### src/rtl/rpn_pkg.sv
// Shared types and constants of the RPN stack calculator.
package rpn_pkg;

  localparam int STACK_DEPTH = 4;
  localparam int CNT_W = $clog2(STACK_DEPTH + 1);
  localparam int ADDR_W = (STACK_DEPTH > 1) ? $clog2(STACK_DEPTH) : 1;
  localparam int Q_W = 32;
  localparam int FRAC_W = 16;
  localparam int DEPTH_OUT_W = 3;

  localparam logic [Q_W-1:0] Q_MAX = {1'b0, {(Q_W-1){1'b1}}};
  localparam logic [Q_W-1:0] Q_MIN = {1'b1, {(Q_W-1){1'b0}}};

  typedef enum logic [2:0] {
    REQ_NUM     = 3'd0,
    REQ_ADD     = 3'd1,
    REQ_SUB     = 3'd2,
    REQ_MUL     = 3'd3,
    REQ_DIV     = 3'd4,
    REQ_PEEK    = 3'd5,
    REQ_EOL     = 3'd6,
    REQ_INVALID = 3'd7
  } req_t;

  typedef enum logic [1:0] {
    ALU_ADD = 2'd0,
    ALU_SUB = 2'd1,
    ALU_MUL = 2'd2,
    ALU_DIV = 2'd3
  } alu_op_t;

  typedef enum logic [3:0] {
    ST_OK        = 4'd0,
    ST_OVERFLOW  = 4'd1,
    ST_UNDERFLOW = 4'd2,
    ST_DIVZERO   = 4'd3,
    ST_EMPTY     = 4'd4,
    ST_INVALID   = 4'd5,
    ST_SKIPPED   = 4'd6,
    ST_CLEARED   = 4'd7,
    ST_KEPT      = 4'd8,
    ST_SAT       = 4'd9
  } status_t;

  typedef struct packed {
    logic [2:0]            req_type;
    logic signed [Q_W-1:0] operand_value;
  } in_word_t;

  typedef struct packed {
    logic [3:0]             status;
    logic signed [Q_W-1:0]  result_value;
    logic [DEPTH_OUT_W-1:0] depth_out;
  } out_word_t;

  typedef struct packed {
    logic           eol;
    logic           push;
    logic           arith;
    logic           peek;
    alu_op_t        alu;
    logic [Q_W-1:0] value;
  } cmd_t;

  typedef struct packed {
    logic           start;
    logic [Q_W-1:0] dividend;
    logic [Q_W-1:0] divisor;
  } div_req_t;

  typedef struct packed {
    logic           done;
    logic           sat;
    logic [Q_W-1:0] value;
  } div_res_t;

endpackage

### src/rtl/rpn_front.sv
// Front end: accepts input words and decodes them into commands for the queue.
module rpn_front (
  input  logic              clk,
  input  logic              rst_n,
  input  logic              in_valid,
  output logic              in_stall,
  input  rpn_pkg::in_word_t in_data,
  output logic              push,
  output rpn_pkg::cmd_t     push_data,
  input  logic              q_full
);
  import rpn_pkg::*;

  logic valid_r;
  cmd_t cmd_r;
  cmd_t cmd_nxt;
  logic load;

  always_comb begin
    cmd_nxt = '0;
    cmd_nxt.value = in_data.operand_value;
    case (in_data.req_type)
      REQ_NUM: begin
        cmd_nxt.push = 1'b1;
      end
      REQ_ADD: begin
        cmd_nxt.arith = 1'b1;
        cmd_nxt.alu = ALU_ADD;
      end
      REQ_SUB: begin
        cmd_nxt.arith = 1'b1;
        cmd_nxt.alu = ALU_SUB;
      end
      REQ_MUL: begin
        cmd_nxt.arith = 1'b1;
        cmd_nxt.alu = ALU_MUL;
      end
      REQ_DIV: begin
        cmd_nxt.arith = 1'b1;
        cmd_nxt.alu = ALU_DIV;
      end
      REQ_PEEK: begin
        cmd_nxt.peek = 1'b1;
      end
      REQ_EOL: begin
        cmd_nxt.eol = 1'b1;
      end
      default: begin
        cmd_nxt.alu = ALU_ADD;
      end
    endcase
  end

  assign push      = valid_r && !q_full;
  assign in_stall  = valid_r && q_full;
  assign load      = in_valid && !in_stall;
  assign push_data = cmd_r;

  always_ff @(posedge clk) begin
    if (!rst_n) begin
      valid_r <= 1'b0;
    end else if (load) begin
      valid_r <= 1'b1;
    end else if (push) begin
      valid_r <= 1'b0;
    end
  end

  always_ff @(posedge clk) begin
    if (load) begin
      cmd_r <= cmd_nxt;
    end
  end

endmodule

### src/rtl/rpn_queue.sv
// Short command queue between the front end and the execution unit.
module rpn_queue (
  input  logic          clk,
  input  logic          rst_n,
  input  logic          push,
  input  rpn_pkg::cmd_t push_data,
  output logic          full,
  input  logic          pop,
  output rpn_pkg::cmd_t pop_data,
  output logic          empty
);
  import rpn_pkg::*;

  localparam int QD   = 2;
  localparam int Q_AW = $clog2(QD);
  localparam int Q_CW = $clog2(QD + 1);

  cmd_t            entry_r [QD];
  logic [Q_AW-1:0] wr_ptr_r;
  logic [Q_AW-1:0] rd_ptr_r;
  logic [Q_CW-1:0] cnt_r;
  logic            do_push;
  logic            do_pop;

  assign full     = (cnt_r == Q_CW'(QD));
  assign empty    = (cnt_r == '0);
  assign do_push  = push && !full;
  assign do_pop   = pop && !empty;
  assign pop_data = entry_r[rd_ptr_r];

  always_ff @(posedge clk) begin
    if (!rst_n) begin
      wr_ptr_r <= '0;
      rd_ptr_r <= '0;
      cnt_r    <= '0;
    end else begin
      if (do_push) begin
        wr_ptr_r <= (wr_ptr_r == Q_AW'(QD - 1)) ? '0 : wr_ptr_r + Q_AW'(1);
      end
      if (do_pop) begin
        rd_ptr_r <= (rd_ptr_r == Q_AW'(QD - 1)) ? '0 : rd_ptr_r + Q_AW'(1);
      end
      if (do_push && !do_pop) begin
        cnt_r <= cnt_r + Q_CW'(1);
      end else if (do_pop && !do_push) begin
        cnt_r <= cnt_r - Q_CW'(1);
      end
    end
  end

  always_ff @(posedge clk) begin
    if (do_push) begin
      entry_r[wr_ptr_r] <= push_data;
    end
  end

endmodule

### src/rtl/rpn_div.sv
// Radix-4 restoring divider for Q16.16 quotients with saturation.
module rpn_div (
  input  logic              clk,
  input  logic              rst_n,
  input  rpn_pkg::div_req_t req,
  output rpn_pkg::div_res_t res
);
  import rpn_pkg::*;

  localparam int DIV_QW    = Q_W + FRAC_W;
  localparam int DIV_RAD   = 2;
  localparam int DIV_STEPS = DIV_QW / DIV_RAD;
  localparam int DIV_CW    = $clog2(DIV_STEPS);

  logic              busy_r;
  logic              done_r;
  logic [DIV_CW-1:0] cnt_r;
  logic [Q_W-1:0]    rem_r;
  logic [DIV_QW-1:0] quo_r;
  logic [Q_W-1:0]    dsr_r;
  logic              neg_r;

  logic [Q_W-1:0]    abs_l;
  logic [Q_W-1:0]    abs_r;
  logic [Q_W:0]      rem_t;
  logic [Q_W:0]      rem_sh;
  logic [DIV_QW-1:0] quo_t;
  logic              over_pos;
  logic              over_neg;

  assign abs_l = req.dividend[Q_W-1] ? (Q_W'(0) - req.dividend) : req.dividend;
  assign abs_r = req.divisor[Q_W-1] ? (Q_W'(0) - req.divisor) : req.divisor;

  always_comb begin
    rem_t  = {1'b0, rem_r};
    quo_t  = quo_r;
    rem_sh = '0;
    for (int k = 0; k < DIV_RAD; k++) begin
      rem_sh = {rem_t[Q_W-1:0], quo_t[DIV_QW-1]};
      quo_t  = {quo_t[DIV_QW-2:0], 1'b0};
      if (rem_sh >= {1'b0, dsr_r}) begin
        rem_t    = rem_sh - {1'b0, dsr_r};
        quo_t[0] = 1'b1;
      end else begin
        rem_t = rem_sh;
      end
    end
  end

  always_ff @(posedge clk) begin
    if (!rst_n) begin
      busy_r <= 1'b0;
      done_r <= 1'b0;
      cnt_r  <= '0;
    end else begin
      done_r <= 1'b0;
      if (req.start) begin
        busy_r <= 1'b1;
        cnt_r  <= '0;
      end else if (busy_r) begin
        cnt_r <= cnt_r + DIV_CW'(1);
        if (cnt_r == DIV_CW'(DIV_STEPS - 1)) begin
          busy_r <= 1'b0;
          done_r <= 1'b1;
        end
      end
    end
  end

  always_ff @(posedge clk) begin
    if (req.start) begin
      rem_r <= '0;
      quo_r <= {abs_l, FRAC_W'(0)};
      dsr_r <= abs_r;
      neg_r <= req.dividend[Q_W-1] ^ req.divisor[Q_W-1];
    end else if (busy_r) begin
      rem_r <= rem_t[Q_W-1:0];
      quo_r <= quo_t;
    end
  end

  assign over_pos = |quo_r[DIV_QW-1:Q_W-1];
  assign over_neg = (|quo_r[DIV_QW-1:Q_W]) || (quo_r[Q_W-1] && (|quo_r[Q_W-2:0]));

  always_comb begin
    res.done = done_r;
    if (neg_r) begin
      res.sat   = over_neg;
      res.value = over_neg ? Q_MIN : (Q_W'(0) - quo_r[Q_W-1:0]);
    end else begin
      res.sat   = over_pos;
      res.value = over_pos ? Q_MAX : quo_r[Q_W-1:0];
    end
  end

endmodule

### src/rtl/rpn_exec.sv
// Execution unit: value stack, line flags, arithmetic sequencing and result register.
module rpn_exec (
  input  logic               clk,
  input  logic               rst_n,
  input  logic               q_empty,
  input  rpn_pkg::cmd_t      q_data,
  output logic               q_pop,
  output rpn_pkg::div_req_t  div_req,
  input  rpn_pkg::div_res_t  div_res,
  output logic               out_valid,
  input  logic               out_stall,
  output rpn_pkg::out_word_t out_data
);
  import rpn_pkg::*;

  typedef enum logic [4:0] {
    S_IDLE = 5'b00001,
    S_EXEC = 5'b00010,
    S_MUL  = 5'b00100,
    S_DIV  = 5'b01000,
    S_FIN  = 5'b10000
  } state_t;

  state_t state_r;
  state_t state_nxt;

  logic [Q_W-1:0] stk_mem [STACK_DEPTH];

  cmd_t              cmd_r;
  logic [CNT_W-1:0]  depth_r;
  logic              skip_r;
  logic              err_r;
  logic [Q_W-1:0]    top_r;
  logic [Q_W-1:0]    sub_r;
  logic signed [2*Q_W-1:0] prod_r;

  logic [Q_W-1:0]    res_r;
  logic [Q_W-1:0]    res_nxt;
  status_t           stat_r;
  status_t           stat_nxt;
  logic [CNT_W-1:0]  pdep_r;
  logic [CNT_W-1:0]  pdep_nxt;
  logic              perr_r;
  logic              perr_nxt;
  logic              pskip_r;
  logic              pskip_nxt;
  logic              wen_r;
  logic              wen_nxt;
  logic [ADDR_W-1:0] widx_r;
  logic [ADDR_W-1:0] widx_nxt;

  logic              out_valid_r;
  out_word_t         out_data_r;

  logic              out_free;
  logic              fin;
  logic              div_start;
  logic [CNT_W-1:0]  dm1;
  logic [CNT_W-1:0]  dm2;
  logic [Q_W:0]      sum_w;
  logic [Q_W:0]      diff_w;
  logic              sum_sat;
  logic              diff_sat;
  logic [Q_W-1:0]    sum_val;
  logic [Q_W-1:0]    diff_val;
  logic signed [2*Q_W-1:0] mul_adj;
  logic [Q_W+FRAC_W-1:0]   mul_q;
  logic              mul_fit;
  logic [Q_W-1:0]    mul_val;

  assign out_free = !out_valid_r || !out_stall;
  assign dm1      = depth_r - CNT_W'(1);
  assign dm2      = depth_r - CNT_W'(2);

  assign sum_w    = {sub_r[Q_W-1], sub_r} + {top_r[Q_W-1], top_r};
  assign diff_w   = {sub_r[Q_W-1], sub_r} - {top_r[Q_W-1], top_r};
  assign sum_sat  = sum_w[Q_W] ^ sum_w[Q_W-1];
  assign diff_sat = diff_w[Q_W] ^ diff_w[Q_W-1];
  assign sum_val  = sum_sat ? (sum_w[Q_W] ? Q_MIN : Q_MAX) : sum_w[Q_W-1:0];
  assign diff_val = diff_sat ? (diff_w[Q_W] ? Q_MIN : Q_MAX) : diff_w[Q_W-1:0];

  assign mul_adj = prod_r + (prod_r[2*Q_W-1] ? (2*Q_W)'((1 << FRAC_W) - 1) : (2*Q_W)'(0));
  assign mul_q   = mul_adj[2*Q_W-1:FRAC_W];
  assign mul_fit = (&mul_q[Q_W+FRAC_W-1:Q_W-1]) || !(|mul_q[Q_W+FRAC_W-1:Q_W-1]);
  assign mul_val = mul_fit ? mul_q[Q_W-1:0] : (mul_q[Q_W+FRAC_W-1] ? Q_MIN : Q_MAX);

  assign div_req.start    = div_start;
  assign div_req.dividend = sub_r;
  assign div_req.divisor  = top_r;

  always_comb begin
    state_nxt = state_r;
    res_nxt   = res_r;
    stat_nxt  = stat_r;
    pdep_nxt  = pdep_r;
    perr_nxt  = perr_r;
    pskip_nxt = pskip_r;
    wen_nxt   = wen_r;
    widx_nxt  = widx_r;
    q_pop     = 1'b0;
    div_start = 1'b0;
    fin       = 1'b0;
    case (state_r)
      S_IDLE: begin
        if (!q_empty) begin
          q_pop     = 1'b1;
          state_nxt = S_EXEC;
        end
      end
      S_EXEC: begin
        res_nxt   = '0;
        stat_nxt  = ST_OK;
        pdep_nxt  = depth_r;
        perr_nxt  = err_r;
        pskip_nxt = skip_r;
        wen_nxt   = 1'b0;
        widx_nxt  = depth_r[ADDR_W-1:0];
        state_nxt = S_FIN;
        if (cmd_r.eol) begin
          if (err_r) begin
            stat_nxt = ST_KEPT;
          end else begin
            stat_nxt = ST_CLEARED;
            pdep_nxt = '0;
          end
          perr_nxt  = 1'b0;
          pskip_nxt = 1'b0;
        end else if (skip_r) begin
          stat_nxt = ST_SKIPPED;
        end else if (cmd_r.push) begin
          if (depth_r == CNT_W'(STACK_DEPTH)) begin
            stat_nxt  = ST_OVERFLOW;
            pdep_nxt  = '0;
            perr_nxt  = 1'b1;
            pskip_nxt = 1'b1;
          end else begin
            wen_nxt  = 1'b1;
            res_nxt  = cmd_r.value;
            pdep_nxt = depth_r + CNT_W'(1);
          end
        end else if (cmd_r.arith) begin
          if (depth_r < CNT_W'(2)) begin
            stat_nxt = ST_UNDERFLOW;
            perr_nxt = 1'b1;
          end else if ((cmd_r.alu == ALU_DIV) && (top_r == '0)) begin
            stat_nxt = ST_DIVZERO;
            res_nxt  = sub_r;
            pdep_nxt = dm1;
          end else begin
            pdep_nxt = dm1;
            wen_nxt  = 1'b1;
            widx_nxt = dm2[ADDR_W-1:0];
            case (cmd_r.alu)
              ALU_ADD: begin
                res_nxt  = sum_val;
                stat_nxt = sum_sat ? ST_SAT : ST_OK;
              end
              ALU_SUB: begin
                res_nxt  = diff_val;
                stat_nxt = diff_sat ? ST_SAT : ST_OK;
              end
              ALU_MUL: begin
                state_nxt = S_MUL;
              end
              ALU_DIV: begin
                div_start = 1'b1;
                state_nxt = S_DIV;
              end
              default: begin
                state_nxt = S_FIN;
              end
            endcase
          end
        end else if (cmd_r.peek) begin
          if (depth_r == '0) begin
            stat_nxt = ST_EMPTY;
          end else begin
            res_nxt = top_r;
          end
        end else begin
          stat_nxt = ST_INVALID;
        end
      end
      S_MUL: begin
        res_nxt   = mul_val;
        stat_nxt  = mul_fit ? ST_OK : ST_SAT;
        state_nxt = S_FIN;
      end
      S_DIV: begin
        if (div_res.done) begin
          res_nxt   = div_res.value;
          stat_nxt  = div_res.sat ? ST_SAT : ST_OK;
          state_nxt = S_FIN;
        end
      end
      S_FIN: begin
        if (out_free) begin
          fin       = 1'b1;
          state_nxt = S_IDLE;
        end
      end
      default: begin
        state_nxt = S_IDLE;
      end
    endcase
  end

  always_ff @(posedge clk) begin
    if (!rst_n) begin
      state_r     <= S_IDLE;
      depth_r     <= '0;
      skip_r      <= 1'b0;
      err_r       <= 1'b0;
      out_valid_r <= 1'b0;
    end else begin
      state_r <= state_nxt;
      if (fin) begin
        depth_r     <= pdep_r;
        skip_r      <= pskip_r;
        err_r       <= perr_r;
        out_valid_r <= 1'b1;
      end else if (!out_stall) begin
        out_valid_r <= 1'b0;
      end
    end
  end

  always_ff @(posedge clk) begin
    res_r   <= res_nxt;
    stat_r  <= stat_nxt;
    pdep_r  <= pdep_nxt;
    perr_r  <= perr_nxt;
    pskip_r <= pskip_nxt;
    wen_r   <= wen_nxt;
    widx_r  <= widx_nxt;
    if (q_pop) begin
      cmd_r <= q_data;
    end
    if (state_r == S_EXEC) begin
      prod_r <= signed'(sub_r) * signed'(top_r);
    end
    if (fin) begin
      out_data_r.status       <= stat_r;
      out_data_r.result_value <= res_r;
      out_data_r.depth_out    <= DEPTH_OUT_W'(pdep_r);
    end
  end

  always_ff @(posedge clk) begin
    if (q_pop) begin
      top_r <= stk_mem[dm1[ADDR_W-1:0]];
      sub_r <= stk_mem[dm2[ADDR_W-1:0]];
    end
    if (fin && wen_r) begin
      stk_mem[widx_r] <= res_r;
    end
  end

  assign out_valid = out_valid_r;
  assign out_data  = out_data_r;

endmodule

### src/rtl/rpn_stack_calculator_top.sv
// RPN stack calculator top level: front end, command queue, execution unit and divider.
//
// Each input word is a decoded token and produces exactly one output word. A word waits in the
// input register, then passes through a two-entry queue to the execution unit, which handles
// one token at a time: pushes, add, subtract, peek, end of line and error cases go through its
// execute and finish states, multiply registers the product of one 32x32 multiplier and then
// rounds and clamps it, and divide waits on the radix-4 divider, which retires two quotient bits
// per cycle over the 48-bit scaled dividend. The input keeps accepting words while results wait
// in the output register, until the queue is full and the input register holds a word.
module rpn_stack_calculator_top (
  input  logic               clk,
  input  logic               rst_n,
  input  logic               in_valid,
  output logic               in_stall,
  input  rpn_pkg::in_word_t  in_data,
  output logic               out_valid,
  input  logic               out_stall,
  output rpn_pkg::out_word_t out_data
);
  import rpn_pkg::*;

  logic     push;
  cmd_t     push_data;
  logic     q_full;
  logic     q_pop;
  cmd_t     q_data;
  logic     q_empty;
  div_req_t div_req;
  div_res_t div_res;

  rpn_front u_front (
    .clk       (clk),
    .rst_n     (rst_n),
    .in_valid  (in_valid),
    .in_stall  (in_stall),
    .in_data   (in_data),
    .push      (push),
    .push_data (push_data),
    .q_full    (q_full)
  );

  rpn_queue u_queue (
    .clk       (clk),
    .rst_n     (rst_n),
    .push      (push),
    .push_data (push_data),
    .full      (q_full),
    .pop       (q_pop),
    .pop_data  (q_data),
    .empty     (q_empty)
  );

  rpn_div u_div (
    .clk   (clk),
    .rst_n (rst_n),
    .req   (div_req),
    .res   (div_res)
  );

  rpn_exec u_exec (
    .clk       (clk),
    .rst_n     (rst_n),
    .q_empty   (q_empty),
    .q_data    (q_data),
    .q_pop     (q_pop),
    .div_req   (div_req),
    .div_res   (div_res),
    .out_valid (out_valid),
    .out_stall (out_stall),
    .out_data  (out_data)
  );

endmodule

### config.mk
export PLATFORM = sky130hd
export DESIGN_NAME = rpn_stack_calculator_top
export DESIGN_NICKNAME = d
export VERILOG_FILES = /design/src/rtl/rpn_pkg.sv /design/src/rtl/rpn_front.sv /design/src/rtl/rpn_queue.sv /design/src/rtl/rpn_div.sv /design/src/rtl/rpn_exec.sv /design/src/rtl/rpn_stack_calculator_top.sv
export SDC_FILE = /design/constraint.sdc
export NUM_CORES = 2
export LEC_CHECK = 0
export BUFFER_PORTS_ARGS = -buffer_cell sky130_fd_sc_hd__clkbuf_2
export CORE_ASPECT_RATIO = 1.2
export CORE_MARGIN = 2
export CORE_UTILIZATION = 40
export CTS_CLUSTER_SIZE = 16
export DETAILED_ROUTE_END_ITERATION = 8
export PLACE_DENSITY = 0.51
export SLEW_MARGIN = 10
export SYNTH_ARGS = -nofsm -noshare
export SYNTH_HDL_FRONTEND = slang
export SYNTH_HIERARCHICAL = 1
export SYNTH_SLANG_ARGS = --single-unit
### constraint.sdc
create_clock -name clk -period 10.6 [get_ports clk]
set_input_delay 0.53 -clock clk [delete_from_list [all_inputs] [get_ports clk]]
set_output_delay 0.53 -clock clk [all_outputs]
set_load 0.005 [all_outputs]
After elaboration in Yosys (flattened, before gate mapping) --
Memories as Yosys holds them, arrays and structs flattened. A register that Yosys moved wholly into a read port is not among the register bits. Cells that the tools add are included. W data, S select, Z words.
Cells by class: add/sub/neg operators 16, $mul 1, magnitude comparators 3, eq/ne operators 21, muxes and demuxes 117, bitwise operators 5, reduce and logical (&&, ||, !) cells 41
Operator list (count):
- $mux W32 | 21
- $mux W48 | 2
- $pmux W32 S3 | 1
- $sub A1 B32 Y32 const A | 3
- $ge A33 B32 Y1 | 2
- $add A64 B64 Y64 | 1
- $mul A32 B32 Y64 | 1
- $pmux W32 S2 | 1
- $sub A32 B32 Y32 | 2
- $mux W4 | 12
- $mux W1 | 46
- $mux W5 | 9
- $reduce_or A17 Y1 | 2
- $add A32 B32 Y33 | 1
- $mux W33 | 1
- $sub A32 B32 Y33 | 1
- $logic_not A32 Y1 | 1
- $mux W31 | 1
- $reduce_or A31 Y1 | 1
- $mux W3 | 9
- $pmux W5 S5 | 1
- $reduce_and A17 Y1 | 1
- $mux W16 | 1
- $mux W2 | 8
- other kinds (39) | 75
Storage, ports and cells: register bits 321, memory bits (writable) 204, output and inout bits 41, word-level logic and storage cells 241, memories kept 2
Memory list:
- u_exec.stk_mem | words 4, bits a word 32, rd ports 2, clocked after Yosys merged registers in 2, wr ports 1, RTL line rpn_exec.sv:27 | logic [Q_W-1:0] stk_mem [STACK_DEPTH];
- u_queue.entry_r | words 2, bits a word 38, rd ports 1, clocked after Yosys merged registers in 1, wr ports 1, RTL line rpn_queue.sv:18 | cmd_t entry_r [QD];

Depth between registers and ports, before layout --
depth after elaboration 11, gate-level depth with buffers 31, gate-level depth less buffers 30

By module --
The synthesis kept the hierarchy.
By module, submodules not included:
- rpn_exec | instances 1, cells an instance 5501, area each 56670.6 um2, sequential area each 11541.1 um2
- rpn_div | instances 1, cells an instance 1285, area each 10656.5 um2, sequential area each 3052.9 um2
- rpn_queue | instances 1, cells an instance 143, area each 2971.6 um2, sequential area each 2382.3 um2
- rpn_front | instances 1, cells an instance 54, area each 1246.2 um2, sequential area each 1161.1 um2

Least setup slack after synthesis --
OpenSTA, ideal clock, no wires.
path kind register to register, from reg u_exec.top_r[3], read port of u_exec.stk_mem, to reg u_exec.prod_r[61] (data pin), library setup time 264 ps, data arrival time 7804 ps, data required time 10336 ps, setup slack 2532 ps, stages on the path, launching flop included 27, cells stage by stage edfxtp_1 clkbuf_1 clkbuf_1 inv_1 nor2_1 fa_1 fa_1 fa_1 fa_1 inv_1 fa_1 inv_1 fa_1 inv_1 fa_1 inv_1 fa_1 ha_1 clkbuf_1 a21o_1 a21o_1 a21o_1 a21oi_1 o21ai_0 a21o_1 a221oi_1 xnor2_1
On the way: longest elaborated chain between the ends 1
Ends and longest elaborated chain:
- from (decl) | RTL line rpn_exec.sv:33 | logic [Q_W-1:0] top_r;
- $mul A32 B32 Y64 | RTL line rpn_exec.sv:240 | prod_r <= signed'(sub_r) * signed'(top_r);
- to (signal assigned) | RTL line rpn_exec.sv:240
- to (decl) | RTL line rpn_exec.sv:35 | logic signed [2*Q_W-1:0] prod_r;
Every way passes these cells. A chain may end at the register's enable or synchronous reset.

Final worst setup path --
from reg u_exec.top_r[6], read port of u_exec.stk_mem, to reg u_exec.prod_r[63] (data pin)
Same word-level chain as after synthesis.

==> flow_summary.json <==
{
  "outcome": "finished, final reports clean",
  "port_buffers": 79,
  "arrival_ns": 10.53,
  "cts_setup_buffers": 0,
  "place_hpwl_um": 198000,
  "syn_area_sq_mm": 0.0715,
  "syn-num-nets": 8444,
  "cts_sinks": 628,
  "via_count": 52415,
  "synthMuxAreaShare": 0.0345,
  "cp_max_fo": 20,
  "fin_worst_skew_ns": 0.0545,
  "maxCapViolCount": 0,
  "grt_pass1_vias": 55091,
  "cts_made_buffers": 75,
  "crit_path_start_kind": "register",
  "place.gp.congestion": 0.973,
  "min_period_over_period": 0.953,
  "slew_headroom": 0.0862,
  "fmax_ghz": 0.0990,
  "setup_violations": 0,
  "cts_max_level": 3,
  "slowest_stage": "edfxtp_1",
  "area.growth.synth_to_final_pct": 8.79,
  "die_area_sq_mm": 0.182,
  "highest_layer": "met5",
  "path_clk_slew_ns": 0.06,
  "slowest_delay_ns": 1.09,
  "ant_nets": 0,
  "grt_pass1_wl_um": 371000,
  "drc_errors": 0,
  "drt_iter0_drc": 4292,
  "nNetsFinal": 8450,
  "num_rows": 170,
  "worst_skew_pair.late_latency_ns": 0.71,
  "synth-adder-area-share": 0.363,
  "synth_area_leader_cell": "fa_1",
  "synth_compound_area_frac": 0.0998,
  "synth_edf_count": 556,
  "criticalPathCategory": "register to register",
  "ys.flop_type": "edfxtp_1",
  "min_period_ns": 10.10,
  "viasPerCell": 5.60,
  "grt_util_all_layers": 0.278,
  "fillCellCount": 17167,
  "yosysUniqueCellTypes": 119,
  "die_x_um": 390,
  "rsz0062_at_grt": "no",
  "synth-seq-cells": 628,
  "synthXorXnorAreaFrac": 0.0327,
  "synth_warnings": 6,
  "rrSetupSlack_ns": 0.50,
  "required_ns": 11.03,
  "synthTopCellsByArea": "fa_1 30%, edfxtp_1 23%, inv_1 5.9%, ha_1 5.9%, and2_1 4.4%",
  "root_buffer": "clkbuf_16",
  "critPathCaptureType": "register",
  "io_pins": 80,
  "fin_hold_ws_ns": 0.0407,
  "cp.buffers_inverters": 5,
  "met2_length_um": 124000,
  "drt-total-wl_um": 249000,
  "antenna_found_initial": 13,
  "crit_top_cell": "fa_1",
  "drv_slew": 0,
  "synth-simple-area-share": 0.136,
  "synth_top_area_frac": 0.304,
  "tightest_slew_ns": 1.37,
  "start_util": 0.401,
  "ys_seq_area_frac": 0.254,
  "core-area_sq_mm": 0.178,
  "async_flop_share": 0,
  "grt_max_degree": 60,
  "wl_per_cell_um": 26.6,
  "clockBufferDepth": 3,
  "path_delay_family": "adder cells",
  "seqCellArea_sq_mm": 0.0181,
  "grt_overflow": 0,
  "wl_met1_um": 99800,
  "dr.pass1.iters": 8,
  "worstHoldPathType": "input port to register",
  "synth_top_family_by_area": "adder cells",
  "tns_ns": 0,
  "netlist_instances": 6983,
  "hold_buffers": 29,
  "cts_tree": "yes",
  "met3_length_um": 13600,
  "finalHoldViolCount": 0,
  "drive_gt1_frac": 0.0848,
  "avgSynthCellArea_sq_um": 10.2,
  "multi_input_area_sq_mm": 0.0478,
  "cts_resized": 0,
  "die_h_um": 467
}
[state kept, by name, indices dropped and copies added (netlist names), 32 cells and up, named ones only]
register,cells
u_div/dsr_r,32
u_div/quo_r,48
u_div/rem_r,32
u_exec/cmd_r,38
u_exec/out_data,39
u_exec/prod_r,64
u_exec/res_r,32
u_exec/stk_mem,128
u_exec/sub_r,32
u_exec/top_r,32
u_front/push_data,38
u_queue/entry_r,76
[through the flow]
stage           util  instances  area, sq um  worst slack [ns]
2_1_floorplan      -       6983        71500              2.53
3_3_place_gp   0.421       9205        75000             0.681
3_5_place_dp   0.421       9205        75000             0.652
4_1_cts        0.437       9365        77800             0.587
5_1_grt        0.437       9365        77800             0.306
6_report       0.437       9368        77800             0.500
[cells in the final DEF (no fill, tap or decap), types with 51 or more instances in the layout]
cell type,instances
nand3_1,77
edfxtp_1,556
mux4_2,64
xor2_1,72
a21oi_1,250
o21ai_0,211
xnor2_1,195
clkbuf_16,75
a21o_1,85
fa_1,1086
nand2_1,713
inv_1,1130
and2_1,500
nor2_1,290
buf_4,181
clkbuf_2,79
mux2i_1,51
nor3_1,67
ha_1,336
dfxtp_1,68
[synth_stat cells, drive strengths merged, types with 33 or more instances]
cell type,number
nand2,715
mux2,46
and2,502
o311ai,34
fa,1086
xor2,72
o31ai,37
inv,1131
clkbuf,324
nand2b,37
mux4,64
nand4,44
and3,36
dfxtp,72
nor3,72
or3,33
o21bai,34
nor2,299
o211ai,33
a21oi,252
mux2i,51
xnor2,195
o21ai,227
edfxtp,556
buf,45
ha,336
a211oi,48
nand3,78
a21o,85
[layer usage]
metal | vias up | track usage
met5 | - | 0
met1 | 27313 | 0.351
met4 | 2 | 0.115
met2 | 1747 | 0.480
li1 | 22908 | -
met3 | 445 | 0.0366
[path summary, 6_finish.rpt]
check / startpoint / endpoint / depth (start not counted)
max: u_exec/top_r[6] / u_exec/prod_r[63] / 26
min: in_data[3] / u_front/push_data[3] / 1
max reg2reg: u_exec/top_r[6] / u_exec/prod_r[63] / 26
min reg2reg: u_exec/stat_r[0] / u_exec/out_data[35] / 0
[cells by family after synthesis]
| family | Yosys count |
|---|---|
| and+or+nand+nor | 1957 |
| buffers and inverters | 1502 |
| adders and majority gates | 1422 |
| AOI/OAI and AO/OA | 1046 |
| DFF | 628 |
| xor gates and xnor gates | 267 |
| muxes | 161 |
[layout make-up]
cell class	instances	share of cell area
diodes	3	0.0000964
clock buffers	87	0.0248
clock inverters	44	0.00768
inverters	1133	0.0546
multi-input cells	4853	0.614
flip-flops and latches	628	0.233
well taps	2322	0.0373
repair buffers	298	0.0286
Power is not shown: default switching activity piles up to over one toggle a cycle in this logic, so the estimate is an artifact.
